===== src/rtl/rmh_pkg.sv =====
// ----------------------------------------------------------------------------
// rmh_pkg
// Types and constants for the readmemh-style hex text stream parser.
// ----------------------------------------------------------------------------
`timescale 1ns / 1ps
`default_nettype none

package rmh_pkg;

  localparam int unsigned LineCountBits = 20;
  localparam int unsigned LineNumBits   = 20;

  localparam logic [31:0] TopNibble = 32'hf000_0000;
  localparam logic [31:0] WordStep  = 32'd4;

  localparam logic [7:0] ChAt      = 8'h40;
  localparam logic [7:0] ChSlash   = 8'h2f;
  localparam logic [7:0] ChStar    = 8'h2a;
  localparam logic [7:0] ChNewline = 8'h0a;
  localparam logic [7:0] ChSpace   = 8'h20;
  localparam logic [7:0] ChTab     = 8'h09;
  localparam logic [7:0] ChCr      = 8'h0d;

  typedef enum logic [2:0] {
    ModeSpace   = 3'd0,
    ModeSlash   = 3'd1,
    ModeAddr    = 3'd2,
    ModeNum     = 3'd3,
    ModeBlock   = 3'd4,
    ModeStar    = 3'd5,
    ModeLineCom = 3'd6,
    ModeEndWait = 3'd7
  } mode_e;

  typedef enum logic [1:0] {
    KindWord  = 2'd0,
    KindDone  = 2'd1,
    KindError = 2'd2
  } kind_e;

  typedef enum logic [1:0] {
    ErrInvalidChar = 2'd0,
    ErrAfterSlash  = 2'd1,
    ErrOpenComment = 2'd2,
    ErrOverflow    = 2'd3
  } err_e;

  typedef struct packed {
    logic [7:0] char_code;
    logic       end_of_input;
  } in_t;

  typedef struct packed {
    logic [1:0]             result_kind;
    logic [31:0]            word_value;
    logic [31:0]            word_address;
    logic [1:0]             error_code;
    logic [7:0]             offending_char;
    logic [LineNumBits-1:0] line_number;
  } out_t;

endpackage

`default_nettype wire


===== src/rtl/readmemh_hex_stream_parser.sv =====
// ----------------------------------------------------------------------------
// readmemh_hex_stream_parser
// Parses hex memory-image text one character per beat; emits words with
// byte addresses, a done beat at end of input, or a numbered error.
// ----------------------------------------------------------------------------
//  channel  | direction | handshake               | payload
//  ---------+-----------+-------------------------+---------------------------
//  in       | input     | in_valid_i / in_ready_o | in_data_i  (rmh_pkg::in_t)
//  out      | output    | out_valid_o/out_ready_i | out_data_o (rmh_pkg::out_t)
//
//  One character per cycle while the output is not stalled; its result lands
//  in the output register on the accepting edge and is visible the next cycle.
//  A new beat is taken whenever the output register is empty or drains in
//  the same cycle, so the output stall path is the only throttle.
//  Reset clears scan state, address, line count (to one) and the stop flag.
//  After done or an error, beats are taken and dropped until reset.
// ----------------------------------------------------------------------------
`timescale 1ns / 1ps
`default_nettype none

module readmemh_hex_stream_parser (
  input  wire logic          clk_i,
  input  wire logic          rst_ni,
  input  wire logic          in_valid_i,
  output logic               in_ready_o,
  input  wire rmh_pkg::in_t  in_data_i,
  output logic               out_valid_o,
  input  wire logic          out_ready_i,
  output rmh_pkg::out_t      out_data_o
);

  rmh_pkg::mode_e                      mode_q, mode_d;
  logic [31:0]                         acc_q, acc_d;
  logic [31:0]                         addr_q, addr_d;
  logic [rmh_pkg::LineCountBits-1:0]   line_q, line_d, line_inc;
  logic                                stop_q, stop_d;
  logic                                out_valid_q, out_valid_d;
  rmh_pkg::out_t                       out_q;

  rmh_pkg::out_t res;
  logic          res_valid;
  logic          in_acc;
  logic [7:0]    ch;
  logic          eof;
  logic          is_digit, is_lower, is_upper, is_hex, is_blank;
  logic [3:0]    nib;
  logic          run_space;
  logic          word_pend;
  logic [31:0]   word_val;
  logic [31:0]   word_addr;

  assign in_ready_o  = !out_valid_q || out_ready_i;
  assign in_acc      = in_valid_i && in_ready_o;
  assign out_valid_o = out_valid_q;
  assign out_data_o  = out_q;

  assign ch       = in_data_i.char_code;
  assign eof      = in_data_i.end_of_input;
  assign is_digit = (ch >= 8'h30) && (ch <= 8'h39);
  assign is_lower = (ch >= 8'h61) && (ch <= 8'h66);
  assign is_upper = (ch >= 8'h41) && (ch <= 8'h46);
  assign is_hex   = is_digit || is_lower || is_upper;
  assign is_blank = (ch == rmh_pkg::ChSpace) ||
                    ((ch >= rmh_pkg::ChTab) && (ch <= rmh_pkg::ChCr));
  assign nib      = is_digit ? ch[3:0] : (ch[3:0] + 4'd9);
  assign line_inc = (&line_q) ? line_q : (line_q + rmh_pkg::LineCountBits'(1));

  always_comb begin
    mode_d    = mode_q;
    acc_d     = acc_q;
    addr_d    = addr_q;
    line_d    = line_q;
    stop_d    = stop_q;
    res_valid = 1'b0;
    res       = '0;
    run_space = 1'b0;
    word_pend = 1'b0;
    word_val  = acc_q;
    word_addr = addr_q;

    if (!stop_q) begin
      case (mode_q)
        rmh_pkg::ModeSpace: begin
          run_space = 1'b1;
        end
        rmh_pkg::ModeSlash: begin
          if (eof) begin
            res_valid = 1'b1;
            res.result_kind = rmh_pkg::KindError;
            res.error_code  = rmh_pkg::ErrAfterSlash;
            stop_d = 1'b1;
          end else if (ch == rmh_pkg::ChStar) begin
            mode_d = rmh_pkg::ModeBlock;
          end else if (ch == rmh_pkg::ChSlash) begin
            mode_d = rmh_pkg::ModeLineCom;
          end else begin
            res_valid = 1'b1;
            res.result_kind    = rmh_pkg::KindError;
            res.error_code     = rmh_pkg::ErrAfterSlash;
            res.offending_char = ch;
            stop_d = 1'b1;
          end
        end
        rmh_pkg::ModeLineCom: begin
          if (eof) begin
            res_valid = 1'b1;
            res.result_kind = rmh_pkg::KindDone;
            stop_d = 1'b1;
          end else if (ch == rmh_pkg::ChNewline) begin
            mode_d = rmh_pkg::ModeSpace;
          end
        end
        rmh_pkg::ModeBlock: begin
          if (eof) begin
            res_valid = 1'b1;
            res.result_kind = rmh_pkg::KindError;
            res.error_code  = rmh_pkg::ErrOpenComment;
            stop_d = 1'b1;
          end else if (ch == rmh_pkg::ChStar) begin
            mode_d = rmh_pkg::ModeStar;
          end
        end
        rmh_pkg::ModeStar: begin
          if (eof) begin
            res_valid = 1'b1;
            res.result_kind = rmh_pkg::KindError;
            res.error_code  = rmh_pkg::ErrOpenComment;
            stop_d = 1'b1;
          end else if (ch == rmh_pkg::ChSlash) begin
            mode_d = rmh_pkg::ModeSpace;
          end else if (ch != rmh_pkg::ChStar) begin
            mode_d = rmh_pkg::ModeBlock;
          end
        end
        rmh_pkg::ModeNum: begin
          if (!eof && is_hex) begin
            if ((acc_q & rmh_pkg::TopNibble) != '0) begin
              res_valid = 1'b1;
              res.result_kind = rmh_pkg::KindError;
              res.error_code  = rmh_pkg::ErrOverflow;
              stop_d = 1'b1;
            end else begin
              acc_d = {acc_q[27:0], nib};
            end
          end else begin
            word_pend = 1'b1;
            addr_d    = addr_q + rmh_pkg::WordStep;
            mode_d    = rmh_pkg::ModeSpace;
            run_space = 1'b1;
          end
        end
        rmh_pkg::ModeAddr: begin
          if (!eof && is_hex) begin
            acc_d = {acc_q[27:0], nib};
          end else begin
            addr_d    = {acc_q[29:0], 2'b00};
            mode_d    = rmh_pkg::ModeSpace;
            run_space = 1'b1;
          end
        end
        rmh_pkg::ModeEndWait: begin
          res_valid = 1'b1;
          res.result_kind = rmh_pkg::KindDone;
          stop_d = 1'b1;
        end
        default: begin
          res_valid = 1'b1;
          res.result_kind = rmh_pkg::KindDone;
          stop_d = 1'b1;
        end
      endcase

      if (run_space) begin
        if (eof) begin
          res_valid = 1'b1;
          if (word_pend) begin
            mode_d = rmh_pkg::ModeEndWait;
            res.result_kind  = rmh_pkg::KindWord;
            res.word_value   = word_val;
            res.word_address = word_addr;
          end else begin
            res.result_kind = rmh_pkg::KindDone;
            stop_d = 1'b1;
          end
        end else if (ch == rmh_pkg::ChSlash) begin
          mode_d = rmh_pkg::ModeSlash;
        end else if (ch == rmh_pkg::ChAt) begin
          mode_d = rmh_pkg::ModeAddr;
          acc_d  = '0;
        end else if (is_hex) begin
          mode_d = rmh_pkg::ModeNum;
          acc_d  = {28'd0, nib};
        end else if (ch == rmh_pkg::ChNewline) begin
          line_d = line_inc;
        end else if (!is_blank) begin
          res_valid = 1'b1;
          res.result_kind    = rmh_pkg::KindError;
          res.error_code     = rmh_pkg::ErrInvalidChar;
          res.offending_char = ch;
          stop_d = 1'b1;
        end

        if (word_pend && !eof && (is_hex || is_blank || ch == rmh_pkg::ChSlash ||
                                  ch == rmh_pkg::ChAt)) begin
          res_valid = 1'b1;
          res.result_kind  = rmh_pkg::KindWord;
          res.word_value   = word_val;
          res.word_address = word_addr;
        end
      end
    end

    res.line_number = rmh_pkg::LineNumBits'(line_d);
  end

  always_comb begin
    out_valid_d = out_valid_q;
    if (in_acc) begin
      out_valid_d = res_valid;
    end else if (out_ready_i) begin
      out_valid_d = 1'b0;
    end
  end

  always_ff @(posedge clk_i or negedge rst_ni) begin
    if (!rst_ni) begin
      mode_q      <= rmh_pkg::ModeSpace;
      acc_q       <= '0;
      addr_q      <= '0;
      line_q      <= rmh_pkg::LineCountBits'(1);
      stop_q      <= 1'b0;
      out_valid_q <= 1'b0;
    end else begin
      out_valid_q <= out_valid_d;
      if (in_acc) begin
        mode_q <= mode_d;
        acc_q  <= acc_d;
        addr_q <= addr_d;
        line_q <= line_d;
        stop_q <= stop_d;
      end
    end
  end

  always_ff @(posedge clk_i) begin
    if (in_acc) begin
      out_q <= res;
    end
  end

`ifndef SYNTHESIS
  a_stopped_silent: assert property (@(posedge clk_i) disable iff (!rst_ni)
    (stop_q && !out_valid_q) |=> !out_valid_q)
    else $error("result produced after parser stopped");

  a_line_nonzero: assert property (@(posedge clk_i) disable iff (!rst_ni)
    line_q != '0)
    else $error("line counter reached zero");

  a_endwait_done: assert property (@(posedge clk_i) disable iff (!rst_ni)
    (in_acc && !stop_q && mode_q == rmh_pkg::ModeEndWait) |->
      (res_valid && res.result_kind == rmh_pkg::KindDone))
    else $error("end-wait beat did not give done");

  a_final_stops: assert property (@(posedge clk_i) disable iff (!rst_ni)
    (in_acc && res_valid && res.result_kind != rmh_pkg::KindWord) |=> stop_q)
    else $error("done or error beat did not stop the parser");

  a_kind_legal: assert property (@(posedge clk_i) disable iff (!rst_ni)
    out_valid_o |-> (out_data_o.result_kind == rmh_pkg::KindWord ||
                     out_data_o.result_kind == rmh_pkg::KindDone ||
                     out_data_o.result_kind == rmh_pkg::KindError))
    else $error("illegal result kind");
`endif

endmodule

`default_nettype wire

===== config.mk =====
export PLATFORM = sky130hd
export DESIGN_NAME = readmemh_hex_stream_parser
export DESIGN_NICKNAME = d
export VERILOG_FILES = /design/src/rtl/rmh_pkg.sv /design/src/rtl/readmemh_hex_stream_parser.sv
export SDC_FILE = /design/constraint.sdc
export NUM_CORES = 1
export LEC_CHECK = 0
export ABC_AREA = 1
export BUFFER_PORTS_ARGS = -buffer_cell sky130_fd_sc_hd__buf_4
export CAP_MARGIN = 20
export CORE_ASPECT_RATIO = 0.75
export CORE_MARGIN = 4
export CORE_UTILIZATION = 61
export CTS_CLUSTER_DIAMETER = 150
export DETAILED_ROUTE_END_ITERATION = 10
export PLACE_DENSITY_LB_ADDON = 0.2
export SLEW_MARGIN = 20
export SYNTH_ARGS = -nofsm -noshare
export SYNTH_HDL_FRONTEND = slang
export SYNTH_SLANG_ARGS = --single-unit

===== constraint.sdc =====
create_clock -name clk_i -period 8.15 [get_ports clk_i]
set_clock_uncertainty 0.1 [all_clocks]
set_input_delay 1.63 -clock clk_i [delete_from_list [all_inputs] [get_ports clk_i]]
set_output_delay 1.63 -clock clk_i [all_outputs]
set_load 0.05 [all_outputs]

* Word-level counts from Yosys, hierarchy flattened
Cells that the tools add are included.
** Storage, ports and cells
- Register bits :: 185
- Logic and storage cells :: 167
- Output and inout bits :: 98
** Operators by class
- Add/sub/neg operators :: 3
- Bitwise logic cells :: 2
- Multiplexer cells :: 99
- Equal/unequal tests :: 15
- Reduce and logical (&&, ||, !) cells :: 28
- Magnitude comparators :: 8
** Operators by type and width (count)
- 2-to-1 mux 32 bit :: 10
- 2-to-1 mux 20 bit :: 8
- 2-to-1 mux 64 bit :: 2
- case mux 32 bit (2 select lines) :: 2
- 2-to-1 mux 76 bit :: 1
- 2-to-1 mux 66 bit :: 1
- 2-to-1 mux 10 bit :: 6
- 2-to-1 mux 3 bit :: 17
- adder 32 x 3 -> 32 bit, second input constant :: 1
- nonzero test 32 bit :: 1
- 2-to-1 mux 2 bit :: 15
- 2-to-1 mux 1 bit :: 27
- equality test 8 x 6 -> 1 bit, second input constant :: 3
- adder 20 x 1 -> 20 bit, second input constant :: 1
- AND reduction 20 bit :: 1
- 2-to-1 mux 9 bit :: 2
- >= comparator 8 x 7 -> 1 bit, second input constant :: 2
- less-or-equal comparator 8 x 7 -> 1 bit, second input constant :: 2
- 2-to-1 mux 8 bit :: 2
- case mux 3 bit (5 select lines) :: 1
- equality test 3 bit, second input constant :: 4
- case mux 2 bit (5 select lines) :: 1
- equality test 8 x 4 -> 1 bit, second input constant :: 1
- equality test 8 x 7 -> 1 bit, second input constant :: 1
- other kinds (23) :: 43

* Logic depth before layout (Yosys ltp)
- Depth after elaboration :: 17
- Gate-level depth with buffers :: 18
- Depth with buffers taken out :: 17

* Worst setup path after synthesis
No wires, ideal clock.
- Path type :: input port to flip-flop
- Start :: input out_ready_i
- End :: register out_q (netlist bit out_data_o[0]), enable pin
- Path buffers :: 1
- Slack :: 2.273 ns
- Cell stages on the path :: 5
- Arrival time :: 5.280 ns
- Required time :: 7.554 ns
- Library setup time :: 0.496 ns
- Cell sequence :: inv_1 -> nand2_1 -> nand2_1 -> inv_1 -> clkbuf_1
** On the way
- Cells in the longest elaborated chain, start to end :: 2
** Ends and longest elaborated chain
- start: declaration :: line readmemh_hex_stream_parser.sv:28 : input wire logic out_ready_i,
- logical OR 1 bit :: line readmemh_hex_stream_parser.sv:52 : assign in_ready_o = !out_valid_q || out_ready_i;
- via in_ready_o :: line readmemh_hex_stream_parser.sv:25 : output logic in_ready_o,
- logical AND 1 bit :: line readmemh_hex_stream_parser.sv:53 : assign in_acc = in_valid_i && in_ready_o;
- via in_acc :: line readmemh_hex_stream_parser.sv:42 : logic in_acc;
- end signal: assignment :: line readmemh_hex_stream_parser.sv:247 : out_q <= res;
- end: declaration :: line readmemh_hex_stream_parser.sv:38 : rmh_pkg::out_t out_q;
The timed path passes the listed nets, and every way through them passes these cells.
A chain may end at the register's enable or synchronous reset.

* Worst setup path after layout
- Start :: input in_data_i[1] (netlist name)
- End :: register out_q (netlist bit out_data_o[70]), data pin
** On the way
- Cells in the longest elaborated chain, start to end :: 11
** Ends and longest elaborated chain
- start: declaration :: line readmemh_hex_stream_parser.sv:26 : input wire rmh_pkg::in_t in_data_i,
- >= comparator 8 x 6 -> 1 bit, or another cell as far along :: line readmemh_hex_stream_parser.sv:59 : assign is_digit = (ch >= 8'h30) && (ch <= 8'h39);
- logical AND 1 bit, on equally long branches :: line readmemh_hex_stream_parser.sv:59, readmemh_hex_stream_parser.sv:60
- logical OR 1 bit (2 in a row) :: line readmemh_hex_stream_parser.sv:62 : assign is_hex = is_digit || is_lower || is_upper;
- logical AND 1 bit :: line readmemh_hex_stream_parser.sv:136, readmemh_hex_stream_parser.sv:153
- 2-to-1 mux 1 bit :: line readmemh_hex_stream_parser.sv:136, readmemh_hex_stream_parser.sv:153
- 2-to-1 mux 1 bit :: line readmemh_hex_stream_parser.sv:82 : case (mode_q)
- 2-to-1 mux 1 bit :: line readmemh_hex_stream_parser.sv:81 : if (!stop_q) begin
- 2-to-1 mux 64 bit or logical AND 1 bit (tied branches) :: line readmemh_hex_stream_parser.sv:176, readmemh_hex_stream_parser.sv:203
- 2-to-1 mux 64 bit or logical AND 1 bit (tied branches) :: line readmemh_hex_stream_parser.sv:174, readmemh_hex_stream_parser.sv:203
- 2-to-1 mux 66 bit :: line readmemh_hex_stream_parser.sv:203 : if (word_pend && !eof && (is_hex || is_blank || ch == rmh_pkg::ChSlash ||
Parallel ways exist; a longest one is shown, timed or not. The select of a mux whose other input is x is not followed.

==> summary.txt <==
Detailed routing
  • Via-per-instance ratio: ~5.9
  • Routed len/inst: approximately 17 um
  • Pre-antenna DRT Iters: 6
  • Detail Route Antenna Nets: 0
  • DRT iter0 DRCs: around 1,200
  • Final WL: 27,960 um
  • Drt drc: 0
  • Via count: ~9,800

Die
  • Die width: approximately 160 um
  • Initial Utilization: between 60% and 70%
  • IO Pins: around 110
  • Die height: about 120 um
  • Placeable Area: roughly 17,000 um^2
  • Full die area: 19,380 um^2
  • Placement row count: between 40 and 50

Synthesis
  • Yosys reg bits: roughly 180
  • Async S/R FF share, synth: 47.80%
  • Top cells by area, synth: edfxtp_1, dfrtp_1, nand2_1
  • Mapped Cells: ~1,400
  • Register area share after synthesis: 47.97%
  • Most frequent cell after synthesis: nand2_1
  • Top cell types by occurrence after synthesis: nand2_1, inv_1, edfxtp_1
  • Area leader, netlist: edfxtp_1
  • Syn Nets: about 1,400
  • Distinct cells, synth: 50
  • Top cell type's share of synthesized area: a little over a quarter
  • EDFF count, synth: 95
  • Area of the mapped netlist: around 10,000 um^2
  • Main flop type after synthesis: edfxtp_1
  • Avg Inst Size Synth: roughly 7.8 um^2
  • Synth Warn #: 0

Setup path
  • Crit end category: flop
  • Setup crit end: out_data_o[70]$_SDFFCE_PP0P_
  • Worst path buffer plus inverter count: 3
  • Crit path max-delay family: simple AND/OR/NAND/NOR gates
  • Critical Path Stages: 11
  • Worst path cell trace: buf_4 > inv_1 > ha_1 > nand2_1 > nand3_1 > nand2_2 > nand3_4 > nand2_2 > nand3_2 > buf_4 > nor3_1
  • Worst path slowest cell: nand2_2
  • Critical R2R Capture: acc_q[19]$_DFFE_PN0P_
  • Crit. Startpoint: in_data_i[1]
  • Worst Setup Start Kind: primary input
  • Data arrival time of the worst path: between 4 and 5 ns
  • Worst reg2reg startpoint: mode_q[1]$_DFFE_PN0P_
  • FF-to-FF path depth: 10
  • Required @ worst endpoint: about 8.3 ns
  • Crit-path max cell delay: about 0.67 ns
  • Crit Path Class: in2reg
  • Worst Path Max Fanout: 40
  • Worst reg2reg setup slack: between 4 and 5 ns

Clocking
  • Worst-path clk slew: ~0.070 ns
  • CTS Buf Count: 17
  • Clock root buffer: clkbuf_16
  • Hold_buf cts: 0
  • Post-CTS resize count: 0
  • CTS Sinks: between 150 and 200
  • H-tree levels: 4
  • CTS Buffer Depth: 2
  • CTS tree: yes
  • Clk_lat worst skew: around 0.44 ns
  • Setup repair bufs after CTS: 0

Run status
  • Outcome: finished clean

Placed design
  • DP Wirelength: around 19,000 um
  • RD Place Congestion: a little under 1
  • Dpl cell area: between 10,000 and 15,000 um^2
  • Port bufs: 110

Global route
  • Vias in the first global route: 8,884
  • GRT overflow: 0
  • Initial antenna violation count: 1
  • First-pass GRT wire length: between 40,000 and 50,000 um
  • Largest net degree at the start of global routing: ~70
  • Total track usage: between 20% and 30%

Timing
  • Fin crit share: 56.72%
  • Min Tclk post-route: between 4 and 5 ns
  • Max frequency: roughly 220 MHz
  • Setup TNS Final: 0 ns
  • Final setup violation count: 0
  • Relative slew slack: between 30% and 40%
  • Setup repair after global routing missed its margin: no
  • Tightest Pin Transition: between 0.9 and 1 ns
  • Final hold violation count: 0
  • Pins Over Slew Limit: 0

Finish
  • # diodes: 0
  • Post-route cell area: around 12,000 um^2
  • Layout net count: ~1,400
  • Area Growth Syn to Fin: 13.83%
  • Register area: 5031 um^2
  • Share of cells above drive strength 1: a little over an eighth
  • Area of the multi-input gates: between 4000 and 5000 um^2
  • Fillcell total: 1,327

Power and ir drop
  • PD cells: around 180 nW/um^2
  • Overall Power: around 2.2 mW
  • VDD IR max: 0.1625 mV
  • Pleak: ~5.4 nW

Worst hold path
  • Hold Crit Class: reg2reg
  • Hold Path Stages: 2

Run
  • Max Cap Violations: 0
[area by class of cell]
cell class	instances	area share [%]
clock buffers	17	3.564
repair buffers	116	7.295
clock inverters	15	1.530
multi-input cells	967	38.73
inverters	142	4.486
well taps	215	2.253
flip-flops and latches	182	42.14
[report_power, final]
| group | internal, mW | leakage (nW) | switching (mW) |
|---|---|---|---|
| combinational | 0.0716 | 3.09 | 0.207 |
| clock | 0.441 | 0.297 | 0.403 |
| sequential | 1.00 | 2.04 | 0.0253 |
| total | 1.52 | 5.43 | 0.635 |
[worst min path at each step]
stage                                       from                     end  slack, ns
after CTS                  line_q[0]$_DFFE_PN1P_   line_q[0]$_DFFE_PN1P_       0.41
after detailed placement  line_q[19]$_DFFE_PN0P_  line_q[19]$_DFFE_PN0P_       0.40
after floorplan           line_q[14]$_DFFE_PN0P_  line_q[14]$_DFFE_PN0P_       0.35
final                      line_q[0]$_DFFE_PN1P_   line_q[0]$_DFFE_PN1P_       0.41
after global placement    line_q[14]$_DFFE_PN0P_  line_q[14]$_DFFE_PN0P_       0.36
after global routing       line_q[0]$_DFFE_PN1P_   line_q[0]$_DFFE_PN1P_       0.42
[cell usage in the layout, fill, tap and decap left out, types with 8 or more instances in the layout]
master and instances:
o22ai_1 25, dfrtp_1 86, nor2_1 92, xor2_1 27
nand3_1 91, inv_1 131, nand2_1 397, nor4_1 10
clkbuf_16 17, a21oi_1 61, nand2_2 8, o21ai_0 88
edfxtp_1 95, nor3_1 87, buf_4 116, inv_2 9
nand4_1 19
[logic make-up (layout without fill, tap and decap cells)]
logic type | Yosys count | count (layout) | synth area share (%)
other | 1 | 1 | 0.03576
adders and majority gates | 6 | 6 | 0.7158
xor gates and xnor gates | 28 | 28 | 2.338
AOI/OAI and AO/OA | 199 | 199 | 10.24
buffers and inverters | 203 | 290 | 7.993
and+or+nand+nor | 733 | 733 | 30.71
DFF | 182 | 182 | 47.97
[registers in the layout (all words and copies together), names as in the netlist]
name / flops
out_valid_o: 1
out_data_o: 95
addr_q: 30
acc_q: 32
line_q: 20
stop_q: 1
mode_q: 3
[through the flow]
stage / hold WS (ns) / cells / setup WS (ns) / util (%)
final: 0.4080 / 1654 / 3.528 / 70.95
after detailed placement: 0.3990 / 1622 / 3.172 / 67.33
after global placement: 0.3638 / 1622 / 3.361 / 67.33
after CTS: 0.4144 / 1654 / 3.622 / 70.95
after floorplan: 0.3490 / 1352 / 2.273 / -
after global routing: 0.4227 / 1654 / 3.228 / 70.95
[worst reg2reg max path, cell delays in order, from the launching register on]
cell and delay (ns):
dfrtp_1 0.47, inv_1 0.14, nor2_4 0.24, inv_2 0.33, nor2_4 0.48, nand3_1 0.31, inv_1 0.68, o22ai_1 0.20
nand3_1 0.16, nand2_1 0.07, nand2_1 0.07
[routing by layer]
metal	track usage, %	wire [um]	vias up
li1	-	-	4650
met1	42.64	12370	4552
met2	42.88	12140	543
met3	8.387	3109	45
met4	6.504	328	2
met5	0	13	-
No activity file was read; power rests on OpenSTA's default activity.
